--- src/hw/rtl/fws_pkg.sv ---
// Types, constants and helper functions of the flush/FUA write sequencer.
`default_nettype none
package fws_pkg;

    localparam int TagCount = 16;
    localparam int TagW     = $clog2(TagCount);
    localparam int CntW     = $clog2(TagCount + 1);
    localparam int AddrW    = TagW + 1;

    localparam logic [2:0] SEQ_PRE  = 3'b001;
    localparam logic [2:0] SEQ_DATA = 3'b010;
    localparam logic [2:0] SEQ_POST = 3'b100;

    localparam logic [1:0] CFG_WBC     = 2'd0;
    localparam logic [1:0] CFG_FUA     = 2'd1;
    localparam logic [1:0] CFG_TIMEOUT = 2'd2;

    localparam logic [15:0] TimeoutReset = 16'd500;

    typedef enum logic [1:0] {
        ACT_INSERT     = 2'd0,
        ACT_DATA_DONE  = 2'd1,
        ACT_FLUSH_DONE = 2'd2,
        ACT_TICK       = 2'd3
    } t_action;

    typedef enum logic [2:0] {
        KIND_FINISH = 3'd0,
        KIND_PASS   = 3'd1,
        KIND_DATA   = 3'd2,
        KIND_FLUSH  = 3'd3,
        KIND_DONE   = 3'd4
    } t_kind;

    typedef enum logic [1:0] {
        STEP_PRE,
        STEP_DATA,
        STEP_POST,
        STEP_DONE
    } t_step;

    typedef enum logic [2:0] {
        ST_IDLE,
        ST_EXEC,
        ST_POP,
        ST_READ,
        ST_ADV,
        ST_TRYF,
        ST_FIN
    } t_state;

    // First step of a sequence that has not been done yet.
    function automatic t_step next_step(input logic [2:0] s);
        t_step st;
        priority if (!s[0]) st = STEP_PRE;
        else if (!s[1]) st = STEP_DATA;
        else if (!s[2]) st = STEP_POST;
        else st = STEP_DONE;
        return st;
    endfunction

    function automatic logic [2:0] step_mask(input t_step st);
        logic [2:0] m;
        unique case (st)
            STEP_PRE:  m = SEQ_PRE;
            STEP_DATA: m = SEQ_DATA;
            STEP_POST: m = SEQ_POST;
            default:   m = 3'b000;
        endcase
        return m;
    endfunction

    // Ring index wrap for a queue of TagCount entries.
    function automatic logic [TagW-1:0] wrap_idx(input logic [CntW:0] v);
        return TagW'(v % TagCount);
    endfunction

endpackage
`default_nettype wire

--- src/hw/rtl/fws_wait_ram.sv ---
// Wait-queue storage: both ring queues in one memory with a registered read port.
`default_nettype none
module fws_wait_ram (
    input  wire logic                     i_clk,
    input  wire logic                     i_we,
    input  wire logic [fws_pkg::AddrW-1:0] i_waddr,
    input  wire logic [fws_pkg::TagW-1:0]  i_wdata,
    input  wire logic                     i_re,
    input  wire logic [fws_pkg::AddrW-1:0] i_raddr,
    output logic      [fws_pkg::TagW-1:0]  o_rdata
);

    logic [fws_pkg::TagW-1:0] r_mem [2*fws_pkg::TagCount];

    always_ff @(posedge i_clk) begin
        if (i_we) begin
            r_mem[i_waddr] <= i_wdata;
        end
        if (i_re) begin
            o_rdata <= r_mem[i_raddr];
        end
    end

endmodule
`default_nettype wire

--- src/hw/rtl/flush_fua_write_sequencer.sv ---
// Top level of the flush/FUA write sequencer: event sequencer, tag state and output stage.
//
// The block takes one event item at a time on the input channel (i_valid/o_ready):
// insert a request, data step done, flush done, or a timer tick. It answers with
// zero or more result items on the output channel (o_valid/i_ready), the final one
// of each event marked by o_last. o_ready is high only while the sequencer is idle.
// A tick gives no result. A flush-done event walks the waiting queue of the flush
// side one request per pass through a small sequencer (pop, memory read, advance,
// flush check). Results go through a holding register and an output register, so
// one result can wait for the receiver while the next is formed. When the receiver
// stalls, the sequencer stops in place until a slot frees; no result is lost or
// reordered. Reset is synchronous and active low: it clears all per-tag state, queue
// pointers, counters and time, and sets the configuration to its defaults. The queue
// memory itself is not cleared; entries are only read after they have been written.
// Configuration writes (i_cfg_we) take effect at once and are meant for idle time.
`default_nettype none
module flush_fua_write_sequencer (
    input  wire logic        i_clk,
    input  wire logic        i_rst_n,
    input  wire logic        i_cfg_we,
    input  wire logic [1:0]  i_cfg_idx,
    input  wire logic [15:0] i_cfg_data,
    input  wire logic        i_valid,
    output logic             o_ready,
    input  wire logic [1:0]  i_action,
    input  wire logic [3:0]  i_req_tag,
    input  wire logic        i_has_data,
    input  wire logic        i_want_flush,
    input  wire logic        i_want_fua,
    input  wire logic        i_error,
    output logic             o_valid,
    input  wire logic        i_ready,
    output logic [2:0]       o_kind,
    output logic [3:0]       o_out_tag,
    output logic             o_fua_kept,
    output logic             o_out_error,
    output logic             o_last
);

    localparam int TC = fws_pkg::TagCount;
    localparam int TW = fws_pkg::TagW;
    localparam int CW = fws_pkg::CntW;

    // Configuration.
    logic        r_wbc;
    logic        r_dev_fua;
    logic [15:0] r_timeout;

    // Latched event.
    fws_pkg::t_action r_action;
    logic [3:0]       r_tag;
    logic             r_has_data;
    logic             r_want_flush;
    logic             r_want_fua;
    logic             r_err;

    // Per-tag state.
    logic [2:0] r_steps   [TC];
    logic       r_tag_fua [TC];
    logic       r_busy    [TC];
    logic       r_in_data [TC];

    // Queue pointers and flush bookkeeping.
    logic [TW-1:0] r_heads  [2];
    logic [CW-1:0] r_counts [2];
    logic [CW-1:0] r_dif;
    logic          r_pend_side;
    logic          r_run_side;
    logic [31:0]   r_pend_since;
    logic [31:0]   r_time;

    // Sequencer working registers.
    fws_pkg::t_state r_state;
    fws_pkg::t_state n_state;
    logic            r_in_flush;
    logic            r_side_r;
    logic [CW-1:0]   r_cnt;
    logic [CW-1:0]   r_i;
    logic [TW-1:0]   r_cur_tag;
    logic            r_cur_err;

    // Holding and output registers.
    logic            r_hold_v;
    fws_pkg::t_kind  r_hold_kind;
    logic [3:0]      r_hold_tag;
    logic            r_hold_fua;
    logic            r_hold_err;
    logic            r_out_v;
    fws_pkg::t_kind  r_out_kind;
    logic [3:0]      r_out_tag;
    logic            r_out_fua;
    logic            r_out_err;
    logic            r_out_last;

    // Combinational control.
    logic            em_v;
    fws_pkg::t_kind  em_kind;
    logic [3:0]      em_tag;
    logic            em_fua;
    logic            em_err;
    logic            fin_push;
    logic            can_emit;
    logic [TW-1:0]   ctag;
    logic            tag_bad;
    logic [2:0]      policy;
    logic            ins_fua;
    fws_pkg::t_step  adv_step;
    logic            pop_go;
    logic [31:0]     elapsed;
    logic            flush_ok;
    logic            ram_we;
    logic            ram_re;
    logic [TW-1:0]   ram_rdata;
    logic [TW-1:0]   wr_idx;

    assign can_emit = !r_hold_v || !r_out_v;
    assign ctag     = TW'(r_tag);
    assign tag_bad  = int'(r_tag) >= TC;
    assign ins_fua  = r_want_fua & r_dev_fua;
    assign policy   = {r_wbc & !r_dev_fua & r_want_fua, r_has_data, r_wbc & r_want_flush};
    assign adv_step = r_cur_err ? fws_pkg::STEP_DONE : fws_pkg::next_step(r_steps[r_cur_tag]);
    assign pop_go   = (r_i < r_cnt) && (r_counts[r_side_r] != '0);

    // A waiting flush is deferred while data is in flight and the queue is still young.
    assign elapsed  = r_time - r_pend_since - {16'd0, r_timeout};
    assign flush_ok = (r_pend_side == r_run_side) && (r_counts[r_pend_side] != '0)
                      && !((r_dif != '0) && elapsed[31]);

    assign wr_idx = fws_pkg::wrap_idx((CW+1)'(r_heads[r_pend_side])
                                      + (CW+1)'(r_counts[r_pend_side]));
    assign ram_we = (r_state == fws_pkg::ST_ADV)
                    && (adv_step == fws_pkg::STEP_PRE || adv_step == fws_pkg::STEP_POST)
                    && (int'(r_counts[r_pend_side]) < TC);
    assign ram_re = (r_state == fws_pkg::ST_POP) && pop_go;

    fws_wait_ram u_ram (
        .i_clk   (i_clk),
        .i_we    (ram_we),
        .i_waddr ({r_pend_side, wr_idx}),
        .i_wdata (r_cur_tag),
        .i_re    (ram_re),
        .i_raddr ({r_side_r, r_heads[r_side_r]}),
        .o_rdata (ram_rdata)
    );

    always_ff @(posedge i_clk) begin
        if (!i_rst_n) begin
            r_state <= fws_pkg::ST_IDLE;
        end else begin
            r_state <= n_state;
        end
    end

    // Next state and result generation.
    always_comb begin
        n_state  = r_state;
        em_v     = 1'b0;
        em_kind  = fws_pkg::KIND_FINISH;
        em_tag   = r_tag;
        em_fua   = 1'b0;
        em_err   = 1'b0;
        fin_push = 1'b0;
        unique case (r_state)
            fws_pkg::ST_IDLE: begin
                if (i_valid) n_state = fws_pkg::ST_EXEC;
            end
            fws_pkg::ST_EXEC: begin
                unique case (r_action)
                    fws_pkg::ACT_TICK: n_state = fws_pkg::ST_FIN;
                    fws_pkg::ACT_FLUSH_DONE: begin
                        n_state = (r_pend_side == r_run_side) ? fws_pkg::ST_FIN
                                                              : fws_pkg::ST_POP;
                    end
                    fws_pkg::ACT_DATA_DONE: begin
                        n_state = (tag_bad || !r_busy[ctag] || !r_in_data[ctag])
                                  ? fws_pkg::ST_FIN : fws_pkg::ST_ADV;
                    end
                    default: begin
                        if (tag_bad || r_busy[ctag]) begin
                            n_state = fws_pkg::ST_FIN;
                        end else if (policy == 3'b000 || policy == fws_pkg::SEQ_DATA) begin
                            if (can_emit) begin
                                em_v    = 1'b1;
                                em_kind = (policy == 3'b000) ? fws_pkg::KIND_FINISH
                                                             : fws_pkg::KIND_PASS;
                                em_fua  = (policy == 3'b000) ? 1'b0 : ins_fua;
                                n_state = fws_pkg::ST_FIN;
                            end
                        end else begin
                            n_state = fws_pkg::ST_ADV;
                        end
                    end
                endcase
            end
            fws_pkg::ST_POP: begin
                n_state = pop_go ? fws_pkg::ST_READ : fws_pkg::ST_FIN;
            end
            fws_pkg::ST_READ: n_state = fws_pkg::ST_ADV;
            fws_pkg::ST_ADV: begin
                if (adv_step == fws_pkg::STEP_DATA || adv_step == fws_pkg::STEP_DONE) begin
                    if (can_emit) begin
                        em_v    = 1'b1;
                        em_tag  = 4'(r_cur_tag);
                        if (adv_step == fws_pkg::STEP_DATA) begin
                            em_kind = fws_pkg::KIND_DATA;
                            em_fua  = r_tag_fua[r_cur_tag];
                        end else begin
                            em_kind = fws_pkg::KIND_DONE;
                            em_err  = r_cur_err;
                        end
                        n_state = fws_pkg::ST_TRYF;
                    end
                end else begin
                    n_state = fws_pkg::ST_TRYF;
                end
            end
            fws_pkg::ST_TRYF: begin
                if (!flush_ok || can_emit) begin
                    n_state = r_in_flush ? fws_pkg::ST_POP : fws_pkg::ST_FIN;
                end
                if (flush_ok && can_emit) begin
                    em_v    = 1'b1;
                    em_kind = fws_pkg::KIND_FLUSH;
                    em_tag  = 4'd0;
                end
            end
            fws_pkg::ST_FIN: begin
                if (!r_hold_v) begin
                    n_state = fws_pkg::ST_IDLE;
                end else if (!r_out_v) begin
                    fin_push = 1'b1;
                    n_state  = fws_pkg::ST_IDLE;
                end
            end
            default: n_state = fws_pkg::ST_IDLE;
        endcase
    end

    // Datapath and bookkeeping.
    always_ff @(posedge i_clk) begin
        if (!i_rst_n) begin
            r_wbc        <= 1'b0;
            r_dev_fua    <= 1'b0;
            r_timeout    <= fws_pkg::TimeoutReset;
            r_action     <= fws_pkg::ACT_INSERT;
            r_tag        <= '0;
            r_has_data   <= 1'b0;
            r_want_flush <= 1'b0;
            r_want_fua   <= 1'b0;
            r_err        <= 1'b0;
            for (int k = 0; k < TC; k++) begin
                r_steps[k]   <= '0;
                r_tag_fua[k] <= 1'b0;
                r_busy[k]    <= 1'b0;
                r_in_data[k] <= 1'b0;
            end
            for (int k = 0; k < 2; k++) begin
                r_heads[k]  <= '0;
                r_counts[k] <= '0;
            end
            r_dif        <= '0;
            r_pend_side  <= 1'b0;
            r_run_side   <= 1'b0;
            r_pend_since <= '0;
            r_time       <= '0;
            r_in_flush   <= 1'b0;
            r_side_r     <= 1'b0;
            r_cnt        <= '0;
            r_i          <= '0;
            r_cur_tag    <= '0;
            r_cur_err    <= 1'b0;
            r_hold_v     <= 1'b0;
            r_hold_kind  <= fws_pkg::KIND_FINISH;
            r_hold_tag   <= '0;
            r_hold_fua   <= 1'b0;
            r_hold_err   <= 1'b0;
            r_out_v      <= 1'b0;
            r_out_kind   <= fws_pkg::KIND_FINISH;
            r_out_tag    <= '0;
            r_out_fua    <= 1'b0;
            r_out_err    <= 1'b0;
            r_out_last   <= 1'b0;
        end else begin
            if (i_cfg_we) begin
                unique case (i_cfg_idx)
                    fws_pkg::CFG_WBC:     r_wbc     <= i_cfg_data[0];
                    fws_pkg::CFG_FUA:     r_dev_fua <= i_cfg_data[0];
                    fws_pkg::CFG_TIMEOUT: r_timeout <= i_cfg_data;
                    default: ;
                endcase
            end

            if (r_out_v && i_ready) r_out_v <= 1'b0;

            // A new result pushes the held one out, which is then known not to be last.
            if (em_v) begin
                if (r_hold_v) begin
                    r_out_v    <= 1'b1;
                    r_out_kind <= r_hold_kind;
                    r_out_tag  <= r_hold_tag;
                    r_out_fua  <= r_hold_fua;
                    r_out_err  <= r_hold_err;
                    r_out_last <= 1'b0;
                end
                r_hold_v    <= 1'b1;
                r_hold_kind <= em_kind;
                r_hold_tag  <= em_tag;
                r_hold_fua  <= em_fua;
                r_hold_err  <= em_err;
            end
            if (fin_push) begin
                r_out_v    <= 1'b1;
                r_out_kind <= r_hold_kind;
                r_out_tag  <= r_hold_tag;
                r_out_fua  <= r_hold_fua;
                r_out_err  <= r_hold_err;
                r_out_last <= 1'b1;
                r_hold_v   <= 1'b0;
            end

            unique case (r_state)
                fws_pkg::ST_IDLE: begin
                    if (i_valid) begin
                        r_action     <= fws_pkg::t_action'(i_action);
                        r_tag        <= i_req_tag;
                        r_has_data   <= i_has_data;
                        r_want_flush <= i_want_flush;
                        r_want_fua   <= i_want_fua;
                        r_err        <= i_error;
                    end
                end
                fws_pkg::ST_EXEC: begin
                    unique case (r_action)
                        fws_pkg::ACT_TICK: r_time <= r_time + 32'd1;
                        fws_pkg::ACT_FLUSH_DONE: begin
                            if (r_pend_side != r_run_side) begin
                                r_side_r   <= r_run_side;
                                r_run_side <= !r_run_side;
                                r_cnt      <= r_counts[r_run_side];
                                r_i        <= '0;
                                r_in_flush <= 1'b1;
                            end
                        end
                        fws_pkg::ACT_DATA_DONE: begin
                            if (!tag_bad && r_busy[ctag] && r_in_data[ctag]) begin
                                r_in_data[ctag] <= 1'b0;
                                if (r_dif != '0) r_dif <= r_dif - CW'(1);
                                r_steps[ctag] <= r_steps[ctag] | fws_pkg::SEQ_DATA;
                                r_cur_tag     <= ctag;
                                r_cur_err     <= r_err;
                                r_in_flush    <= 1'b0;
                            end
                        end
                        default: begin
                            if (!tag_bad && !r_busy[ctag] && policy != 3'b000
                                    && policy != fws_pkg::SEQ_DATA) begin
                                r_steps[ctag]   <= ~policy;
                                r_tag_fua[ctag] <= ins_fua;
                                r_busy[ctag]    <= 1'b1;
                                r_in_data[ctag] <= 1'b0;
                                r_cur_tag       <= ctag;
                                r_cur_err       <= 1'b0;
                                r_in_flush      <= 1'b0;
                            end
                        end
                    endcase
                end
                fws_pkg::ST_POP: begin
                    if (pop_go) begin
                        r_heads[r_side_r]  <= fws_pkg::wrap_idx((CW+1)'(r_heads[r_side_r])
                                                                + (CW+1)'(1));
                        r_counts[r_side_r] <= r_counts[r_side_r] - CW'(1);
                        r_i                <= r_i + CW'(1);
                    end
                end
                fws_pkg::ST_READ: begin
                    r_steps[ram_rdata] <= r_steps[ram_rdata]
                        | fws_pkg::step_mask(fws_pkg::next_step(r_steps[ram_rdata]));
                    r_cur_tag <= ram_rdata;
                    r_cur_err <= r_err;
                end
                fws_pkg::ST_ADV: begin
                    unique case (adv_step)
                        fws_pkg::STEP_DATA: begin
                            if (can_emit) begin
                                r_in_data[r_cur_tag] <= 1'b1;
                                r_dif                <= r_dif + CW'(1);
                            end
                        end
                        fws_pkg::STEP_DONE: begin
                            if (can_emit) begin
                                r_busy[r_cur_tag]    <= 1'b0;
                                r_in_data[r_cur_tag] <= 1'b0;
                            end
                        end
                        default: begin
                            if (r_counts[r_pend_side] == '0) r_pend_since <= r_time;
                            if (int'(r_counts[r_pend_side]) < TC) begin
                                r_counts[r_pend_side] <= r_counts[r_pend_side] + CW'(1);
                            end
                        end
                    endcase
                end
                fws_pkg::ST_TRYF: begin
                    if (flush_ok && can_emit) r_pend_side <= !r_pend_side;
                end
                default: ;
            endcase
        end
    end

    assign o_ready     = (r_state == fws_pkg::ST_IDLE);
    assign o_valid     = r_out_v;
    assign o_kind      = r_out_kind;
    assign o_out_tag   = r_out_tag;
    assign o_fua_kept  = r_out_fua;
    assign o_out_error = r_out_err;
    assign o_last      = r_out_last;

endmodule
`default_nettype wire

--- config.mk ---
export PLATFORM = sky130hd
export DESIGN_NAME = flush_fua_write_sequencer
export DESIGN_NICKNAME = d
export VERILOG_FILES = /design/src/hw/rtl/fws_pkg.sv /design/src/hw/rtl/fws_wait_ram.sv /design/src/hw/rtl/flush_fua_write_sequencer.sv
export SDC_FILE = /design/constraint.sdc
export NUM_CORES = 1
export LEC_CHECK = 0
export ABC_AREA = 1
export BUFFER_PORTS_ARGS = -buffer_cell sky130_fd_sc_hd__buf_2
export CAP_MARGIN = 40
export CORE_UTILIZATION = 40
export CTS_BUF_LIST = sky130_fd_sc_hd__clkbuf_4
export CTS_CLUSTER_SIZE = 30
export DETAILED_ROUTE_END_ITERATION = 10
export SYNTH_ARGS = -nofsm -noshare
export SYNTH_HDL_FRONTEND = slang
export SYNTH_HIERARCHICAL = 1
export SYNTH_SLANG_ARGS = --single-unit
--- constraint.sdc ---
create_clock -name i_clk -period 5.5 [get_ports i_clk]
set_input_delay 0 -clock i_clk [delete_from_list [all_inputs] [get_ports i_clk]]
set_output_delay 0 -clock i_clk [all_outputs]
set_load 0.01 [all_outputs]
# Word level (Yosys, flattened, before mapping)

Memory sizes are Yosys's and may differ from the RTL's. A register that Yosys moved wholly into a read port is not among the register bits.
Index checks and enable logic that the tools add are counted.

Flip-flop bits (word level): 135
Bits in writable memories: 242
Bits of input ports: 33
Output and inout port bits: 12
Logic and storage cells: 364
Memories kept: 7

Memory list:

| memory      | words | width | read ports | clocked after memory_dff | wr ports | RTL line                        | RTL |
|---|---|---|---|---|---|---|---|
| u_ram.r_mem | 32    | 4     | 1          | 1                        | 1        | fws_wait_ram.sv:13              | `logic [fws_pkg::TagW-1:0] r_mem [2*fws_pkg::TagCount];` |
| r_steps     | 16    | 3     | 2          | 1                        | 16       | flush_fua_write_sequencer.sv:58 | `logic [2:0] r_steps [TC];` |
| r_busy      | 16    | 1     | 1          | 1                        | 16       | flush_fua_write_sequencer.sv:60 | `logic r_busy [TC];` |
| r_in_data   | 16    | 1     | 1          | 1                        | 16       | flush_fua_write_sequencer.sv:61 | `logic r_in_data [TC];` |
| r_tag_fua   | 16    | 1     | 1          | 1                        | 16       | flush_fua_write_sequencer.sv:59 | `logic r_tag_fua [TC];` |
| r_counts    | 2     | 5     | 3          | 3                        | 2        | flush_fua_write_sequencer.sv:65 | `logic [CW-1:0] r_counts [2];` |
| +1 memories | --    | --    | --         | --                       | --       | --                              |  |

Add/sub/neg operators: 10
Magnitude comparators: 2
Equality and inequality tests: 39
Muxes and demuxes: 188
Bitwise gates (word level): 14
Reductions and logical operators: 73

Operators with widths:

| cell                                             | number |
|---|---|
| 2-to-1 mux 1 bit                                 | 107 |
| 2-to-1 mux 4 bit                                 | 24 |
| 2-to-1 mux 3 bit                                 | 24 |
| 2-to-1 mux 5 bit                                 | 10 |
| adder 32 x 1 -> 32 bit, second input constant    | 1 |
| subtractor 32 x 16 -> 32 bit                     | 1 |
| subtractor 32 bit                                | 1 |
| case mux 3 bit (3 select lines)                  | 3 |
| inequality test 2 bit, second input constant     | 12 |
| case mux 4 bit (2 select lines)                  | 3 |
| case mux 3 bit (7 select lines)                  | 1 |
| case mux 5 bit (2 select lines)                  | 2 |
| 2-to-1 mux 2 bit                                 | 9 |
| AND reduction 2 bit                              | 8 |
| adder 5 x 1 -> 5 bit, second input constant      | 3 |
| nonzero test 5 bit                               | 3 |
| == test 2 bit, second input constant             | 6 |
| logical AND 1 bit                                | 12 |
| inequality test 3 bit, second input constant     | 4 |
| logical NOT 1 bit                                | 10 |
| AND reduction 5 bit                              | 2 |
| nonzero test 2 bit                               | 5 |
| OR reduction 5 bit                               | 2 |
| subtractor 5 x 1 -> 5 bit, second input constant | 2 |
| 33 further kinds                                 | 71 |

# Logic depth before layout (Yosys ltp)

Depth after elaboration: 15
Mapped depth: 21
Gate-level depth less buffers: 19

# By module

Netlist, hierarchy kept.

Modules (own cells, without submodules):

| module                    | times used | cells an instance | area an instance (sq um) | seq. area each (sq um) |
|---|---|---|---|---|
| flush_fua_write_sequencer | 1          | 2146              | 15262.1                  | 5945.7 |
| fws_wait_ram              | 1          | 486               | 5536.6                   | 3963.8 |

# Worst setup path after synthesis

Ideal clock, no wire load.

Kind: reg2reg
Start: register r_time[9]
End: register r_out_kind[2] (netlist: o_kind[2])
Library setup time: 115 ps
Data arrival time: 2497 ps
Data required time: 5385 ps
Slack: 2888 ps
Cell stages (with the launch flop): 21
Path buffers: 1
Period minus slack after synthesis: 2612 ps
Cell sequence: dfxtp_1 -> inv_1 -> fa_1 -> inv_1 -> ha_1 -> nand2_1 -> inv_1 -> o21ai_0 -> a21oi_1 -> nor2_1 -> nand2_1 -> nand2_1 -> nand2_1 -> nand2_1 -> nand3_1 -> nand4_2 -> nand3_2 -> buf_2 -> nand3_1 -> nand2_1 -> nor2_1

Longest elaborated chain between the ends: 10

RTL lines:

| element                         | RTL line                         | RTL |
|---|---|---|
| start, declared                 | flush_fua_write_sequencer.sv:70  | `logic [31:0] r_time;` |
| start signal, assigned          | flush_fua_write_sequencer.sv:334 | `fws_pkg::ACT_TICK: r_time <= r_time + 32'd1;` |
| subtractor 32 bit               | flush_fua_write_sequencer.sv:125 | `assign elapsed = r_time - r_pend_since - {16'd0, r_timeout};` |
| subtractor 32 x 16 -> 32 bit    | flush_fua_write_sequencer.sv:125 |  |
| logical AND 1 bit               | flush_fua_write_sequencer.sv:127 | `&& !((r_dif != '0) && elapsed[31]);` |
| logical NOT 1 bit               | flush_fua_write_sequencer.sv:127 |  |
| logical AND 1 bit               | flush_fua_write_sequencer.sv:127 |  |
| logical AND 1 bit               | flush_fua_write_sequencer.sv:221 | `if (flush_ok && can_emit) begin` |
| 2-to-1 mux 1 bit                | flush_fua_write_sequencer.sv:221 |  |
| case mux 1 bit (3 select lines) | flush_fua_write_sequencer.sv:163 | `unique case (r_state)` |
| nonzero test 2 bit (no line)    | --                               |  |
| AND reduction 2 bit (no line)   | --                               |  |
| end signal, assigned            | flush_fua_write_sequencer.sv:278 | `r_out_kind <= fws_pkg::KIND_FINISH;` |
| end signal, assigned            | flush_fua_write_sequencer.sv:299 | `r_out_kind <= r_hold_kind;` |
| end signal, assigned            | flush_fua_write_sequencer.sv:313 | `r_out_kind <= r_hold_kind;` |
| end, declared                   | flush_fua_write_sequencer.sv:89  | `fws_pkg::t_kind r_out_kind;` |

No other way between the ends.
A chain may end at the register's enable or synchronous reset.

# Worst setup path after layout

Start: register r_time[25]
End: register r_out_v (netlist: o_valid)

Longest elaborated chain between the ends: 10

RTL lines:

| element                         | RTL line                         | RTL |
|---|---|---|
| subtractor 32 bit               | flush_fua_write_sequencer.sv:125 |  |
| subtractor 32 x 16 -> 32 bit    | flush_fua_write_sequencer.sv:125 |  |
| logical AND 1 bit               | flush_fua_write_sequencer.sv:127 |  |
| logical NOT 1 bit               | flush_fua_write_sequencer.sv:127 |  |
| logical AND 1 bit               | flush_fua_write_sequencer.sv:127 |  |
| logical AND 1 bit               | flush_fua_write_sequencer.sv:221 |  |
| 2-to-1 mux 1 bit                | flush_fua_write_sequencer.sv:221 |  |
| case mux 1 bit (3 select lines) | flush_fua_write_sequencer.sv:163 |  |
| 2-to-1 mux 1 bit                | flush_fua_write_sequencer.sv:296 | `if (em_v) begin` |
| 2-to-1 mux 1 bit                | flush_fua_write_sequencer.sv:311 | `if (fin_push) begin` |
| end signal, assigned            | flush_fua_write_sequencer.sv:293 | `if (r_out_v && i_ready) r_out_v <= 1'b0;` |
| end signal, assigned            | flush_fua_write_sequencer.sv:298 | `r_out_v <= 1'b1;` |
| end signal, assigned            | flush_fua_write_sequencer.sv:312 | `r_out_v <= 1'b1;` |
| end, declared                   | flush_fua_write_sequencer.sv:88  | `logic r_out_v;` |

No other way between the ends.

==> implementation parameters <==
Parameter                              Value

Outcome
  Outcome    finished, final reports clean

Timing
  Crit path setup slack, layout    1.72 ns
  Transition time of the tightest slew-check pin    0.916 ns
  Worst-case clock skew    0.0616 ns
  Max_slew headroom    about two fifths
  Max frequency    264 MHz
  Final setup fails    0
  Hold violation total from the final report    0
  Final cycle utilization of the critical path    about 70%
  Worst hold slack    ~0.17 ns
  Crit path time final    3.78 ns
  Unrepaired setup endpoints after global routing    no
  Final sum of negative setup slack    0 ns
  Number of pins exceeding their max-slew limit in the final report    0

Critical path
  Worst reg-to-reg path cell count    16
  CP max FO    10
  Data arrival time of the critical path    4.61 ns
  Startpoint type of the worst setup path    flip-flop
  Required time reported for the critical path endpoint    between 6 and 7 ns
  Kind of critical path    flip-flop to flip-flop
  Sort of element at the end of the critical path    flip-flop
  Critical path depth in cells    16
  Buffer and inverter count on the worst path    3
  CP max-delay cell    dlygate4sd3_1
  Top delay family on crit path    simple AND/OR/NAND/NOR gates
  Most used cell along the critical path    nand2_1
  Peak per-stage delay on the critical path    ~0.57 ns
  Cells traversed along the worst timing path    inv_1 -> ha_1 -> inv_1 -> ha_1 -> nand4_1 -> nor3_1 -> and3_1 -> nand2_1 -> nand2_1 -> nand2_1 -> nand3_1 -> nand4_2 -> nand2_1 -> nand2_1 -> a31oi_1 -> dlygate4sd3_1

Clocking
  CTS hold repair buffers    slightly above 100
  Cells resized by post-CTS repair    0
  Depth of the CTS H-tree    3
  Number of sinks driven by the clock tree    slightly below 400
  Clock network latency to the later pin of the worst-skew pair    0.88 ns
  Largest buffer count on any clock path    3
  CTS Buf Count    107
  Number of buffers inserted by post-CTS setup repair    0
  Clock slew at reported path FFs    0.08 ns
  Root Buffer Master    clkbuf_4
  Clock tree from TritonCTS    built

Drt
  Number of detailed-route iterations in the first pass    6
  Wire length per cell after detailed routing    15.4 µm
  Overall via count from detail_route    between 15000 and 20000
  DRC marker count from the first detailed-route iteration    about 1500
  Residual DRC count    0
  Vias/cell    5.09
  Post-route ant nets    0
  Post-Route WL    about 55000 µm

Flow run
  Maximum Capacitance Violations    0

Cells and area
  Final net count    2907
  Area overhead of the layout relative to synthesis    14.6%
  Storage element area    0.00991 mm²
  Layout cell share with drive strength beyond 1    about a tenth
  Summed area of non-filler cells in the final layout    0.0238 mm²
  Footprint of the multi-input gates    0.00918 mm²
  Filler cell count in the final layout    ~5000

Global routing
  Overflow left after global routing    0
  Most heavily used metal layer in global routing    met2
  Via count of the first global-routing pass    17469
  Met1 Track Usage GR    27.1%
  Pin count of the biggest net entering global routing    80
  Number of antenna violations at the first check in global routing    2
  All-layer global routing usage    20.8%
  Met2 global-route usage    34.4%
  Wire length of the first global-routing pass    between 80000 and 90000 µm
  Global Route met3 Usage    under 10%

Floorplan
  Effective utilization at floorplan    40.5%
  Cell Rows    83
  Die area    0.0529 mm²
  Die boundary width    ~230 µm
  I/O pin total    45
  Area of the core region    0.0513 mm²
  Vert. Die Dim    230 µm

Hold path
  Worst hold path type    input port to flip-flop
  Worst Hold Path Cells    4

Power
  Max rail drop VDD    0.210 mV
  Power per standard cell area    328 mW/mm²
  Post-layout power    7810 µW
  Leak    0.00997 µW

Yosys
  Xor/xnor cell area share of the yosys netlist    1.14%
  Main combinational cell family by area after synthesis    simple AND/OR/NAND/NOR gates
  Post-synthesis cell area    0.0208 mm²
  Count of cell types in the netlist    56
  Simple-Gate Fraction of Synth Area    27.9%
  Number of enable flip-flop cells after synthesis    198
  Sequential area share after synthesis    47.6%
  Yosys warning total    6
  Post-synthesis instance total    2632
  Flop and latch count out of synthesis    396
  Net count after synthesis    around 2700
  Adder and majority cell fraction of the synthesized area    under 10%
  Share of flip-flops with an asynchronous set or reset after synthesis    0%
  Average size of a mapped cell    7.90 µm²
  Portion of netlist area occupied by mux cells    0%
  Main synth FF type    edfxtp_1
  Fraction of the mapped netlist area in compound gates    9.55%

Place
  Final weighted congestion in routability-driven placement    0.888
  Placed wire-length estimate after detailed placement    about 37000 µm
  Instance area at placement    0.0215 mm²
  Worst setup slack after placement    1.93 ns
  I/O Buffers    44
==> synth_stat cells, types with 2 or more instances <==
library cell | number | area share, %
o211ai_1 | 26 | 0.94
o21ai_0 | 121 | 2.9
o21ai_1 | 18 | 0.43
a221oi_1 | 4 | 0.17
xnor2_1 | 8 | 0.34
o21a_1 | 5 | 0.18
buf_4 | 9 | 0.32
nor4_1 | 5 | 0.15
nand3_2 | 3 | 0.14
nand3_1 | 257 | 6.2
nor2_1 | 323 | 5.8
buf_2 | 26 | 0.63
nor2_4 | 7 | 0.38
nand4_1 | 19 | 0.57
dfxtp_1 | 198 | 19
nand2_1 | 677 | 12
clkinv_1 | 3 | 0.054
nand3_4 | 2 | 0.17
nand3b_1 | 2 | 0.072
buf_6 | 15 | 0.81
ha_1 | 64 | 3.9
clkbuf_1 | 44 | 0.79
nand4_2 | 2 | 0.12
nor3_1 | 29 | 0.70
inv_2 | 14 | 0.25
or2_2 | 3 | 0.090
a31oi_1 | 10 | 0.30
nand2_4 | 3 | 0.16
o22ai_1 | 4 | 0.12
xor2_1 | 19 | 0.80
nor3_2 | 2 | 0.096
buf_1 | 9 | 0.16
nor2_2 | 8 | 0.24
o21ai_2 | 5 | 0.21
o31ai_1 | 3 | 0.11
a21oi_1 | 156 | 3.8
a221o_1 | 2 | 0.096
nand2_2 | 14 | 0.42
clkbuf_8 | 2 | 0.13
fa_1 | 16 | 1.5
edfxtp_1 | 198 | 29
inv_1 | 280 | 5.1
nor3b_1 | 4 | 0.14
==> final cells by class <==
type                       count  area share [%]
tap                          680            3.57
sequential                   396            41.6
timing repair buffer         160            5.88
inverter                     298            4.72
clock inverter                37           0.987
clock buffer                 149            4.69
antenna                        4          0.0420
multi-input combinational   1831            38.5
==> routing by layer <==
metal	up-vias	routed length (µm)	part of all wire [%]
li1	9016	-	-
met1	8417	24500	45
met2	561	25500	47
met3	111	3510	6.4
met4	0	1240	2.3
met5	-	0	0
==> worst min-delay path, delay by kind of cell <==
| family | cells | cell delay, ns |
|---|---|---|
| buffers and inverters | 2 | 0.66 |
| AO/OA/AOI/OAI | 2 | 0.29 |
==> layout by cell type (no fill, tap or decap), types with 4 or more instances in the layout <==
cell             n
clkinv_1        27
dfxtp_2          4
inv_1          280
o21ai_1         19
nor3b_1          4
o21ai_2          6
fa_1            16
nand3_1        256
o21ai_0        118
buf_2           43
xnor2_1          8
nand2_2         14
o22ai_1          4
ha_1            64
o211ai_1        26
xor2_1          19
clkinv_2         5
inv_2           16
o21a_1           5
clkbuf_4       149
dfxtp_1        194
diode_2          4
a221oi_1         4
nand3_2          4
edfxtp_1       198
nor3_1          29
a21oi_1        156
nor4_1           5
a31oi_1         10
nor2_2           8
nor2_1         323
nand4_1         19
buf_4           12
nor2_4           7
nand2_1        677
dlygate4sd3_1  102
==> cell families after synthesis <==
kind of cell / count (synthesis)
adder cells (fa/ha/maj): 80
buffers and inverters: 405
XOR/XNOR: 27
AND/OR/NAND/NOR: 1364
flip-flops: 396
AO/OA/AOI/OAI: 360
==> power by group <==
| part | total, µW | switching, µW | internal [µW] |
|---|---|---|---|
| clock | 2640 | 1250 | 1390 |
| combinational | 1700 | 1170 | 529 |
| sequential | 3480 | 223 | 3260 |
| total | 7810 | 2640 | 5170 |
==> final timing paths <==
| kind | start | endpoint | slack [ns] |
|---|---|---|---|
| worst min-delay path | i_req_tag[2] | ctag[2] | 0.17 |
| worst min register to register | r_tag_fua[1] | r_tag_fua[1] | 0.46 |
| worst max register to register | r_time[25] | o_valid | 1.72 |
| worst max-delay path | r_time[25] | o_valid | 1.72 |
==> through the flow <==
stage | std cells | util (%)
after CTS | 3551 | 46.4
final | 3555 | 46.5
after detailed placement | 3263 | 41.8
after global placement | 3260 | 41.7
after floorplan | 2632 | -
after global routing | 3555 | 46.5
==> registers in the layout (all words and copies together) (netlist names), 8 cells and up, named ones only <==
register / flops
u_ram/r_mem: 128
r_steps: 48
r_pend_since: 32
r_time: 32
r_busy: 16
r_in_data: 16
r_tag_fua: 16
r_timeout: 16
r_counts: 10
r_heads: 8
Power figures use the tool's default switching activity.
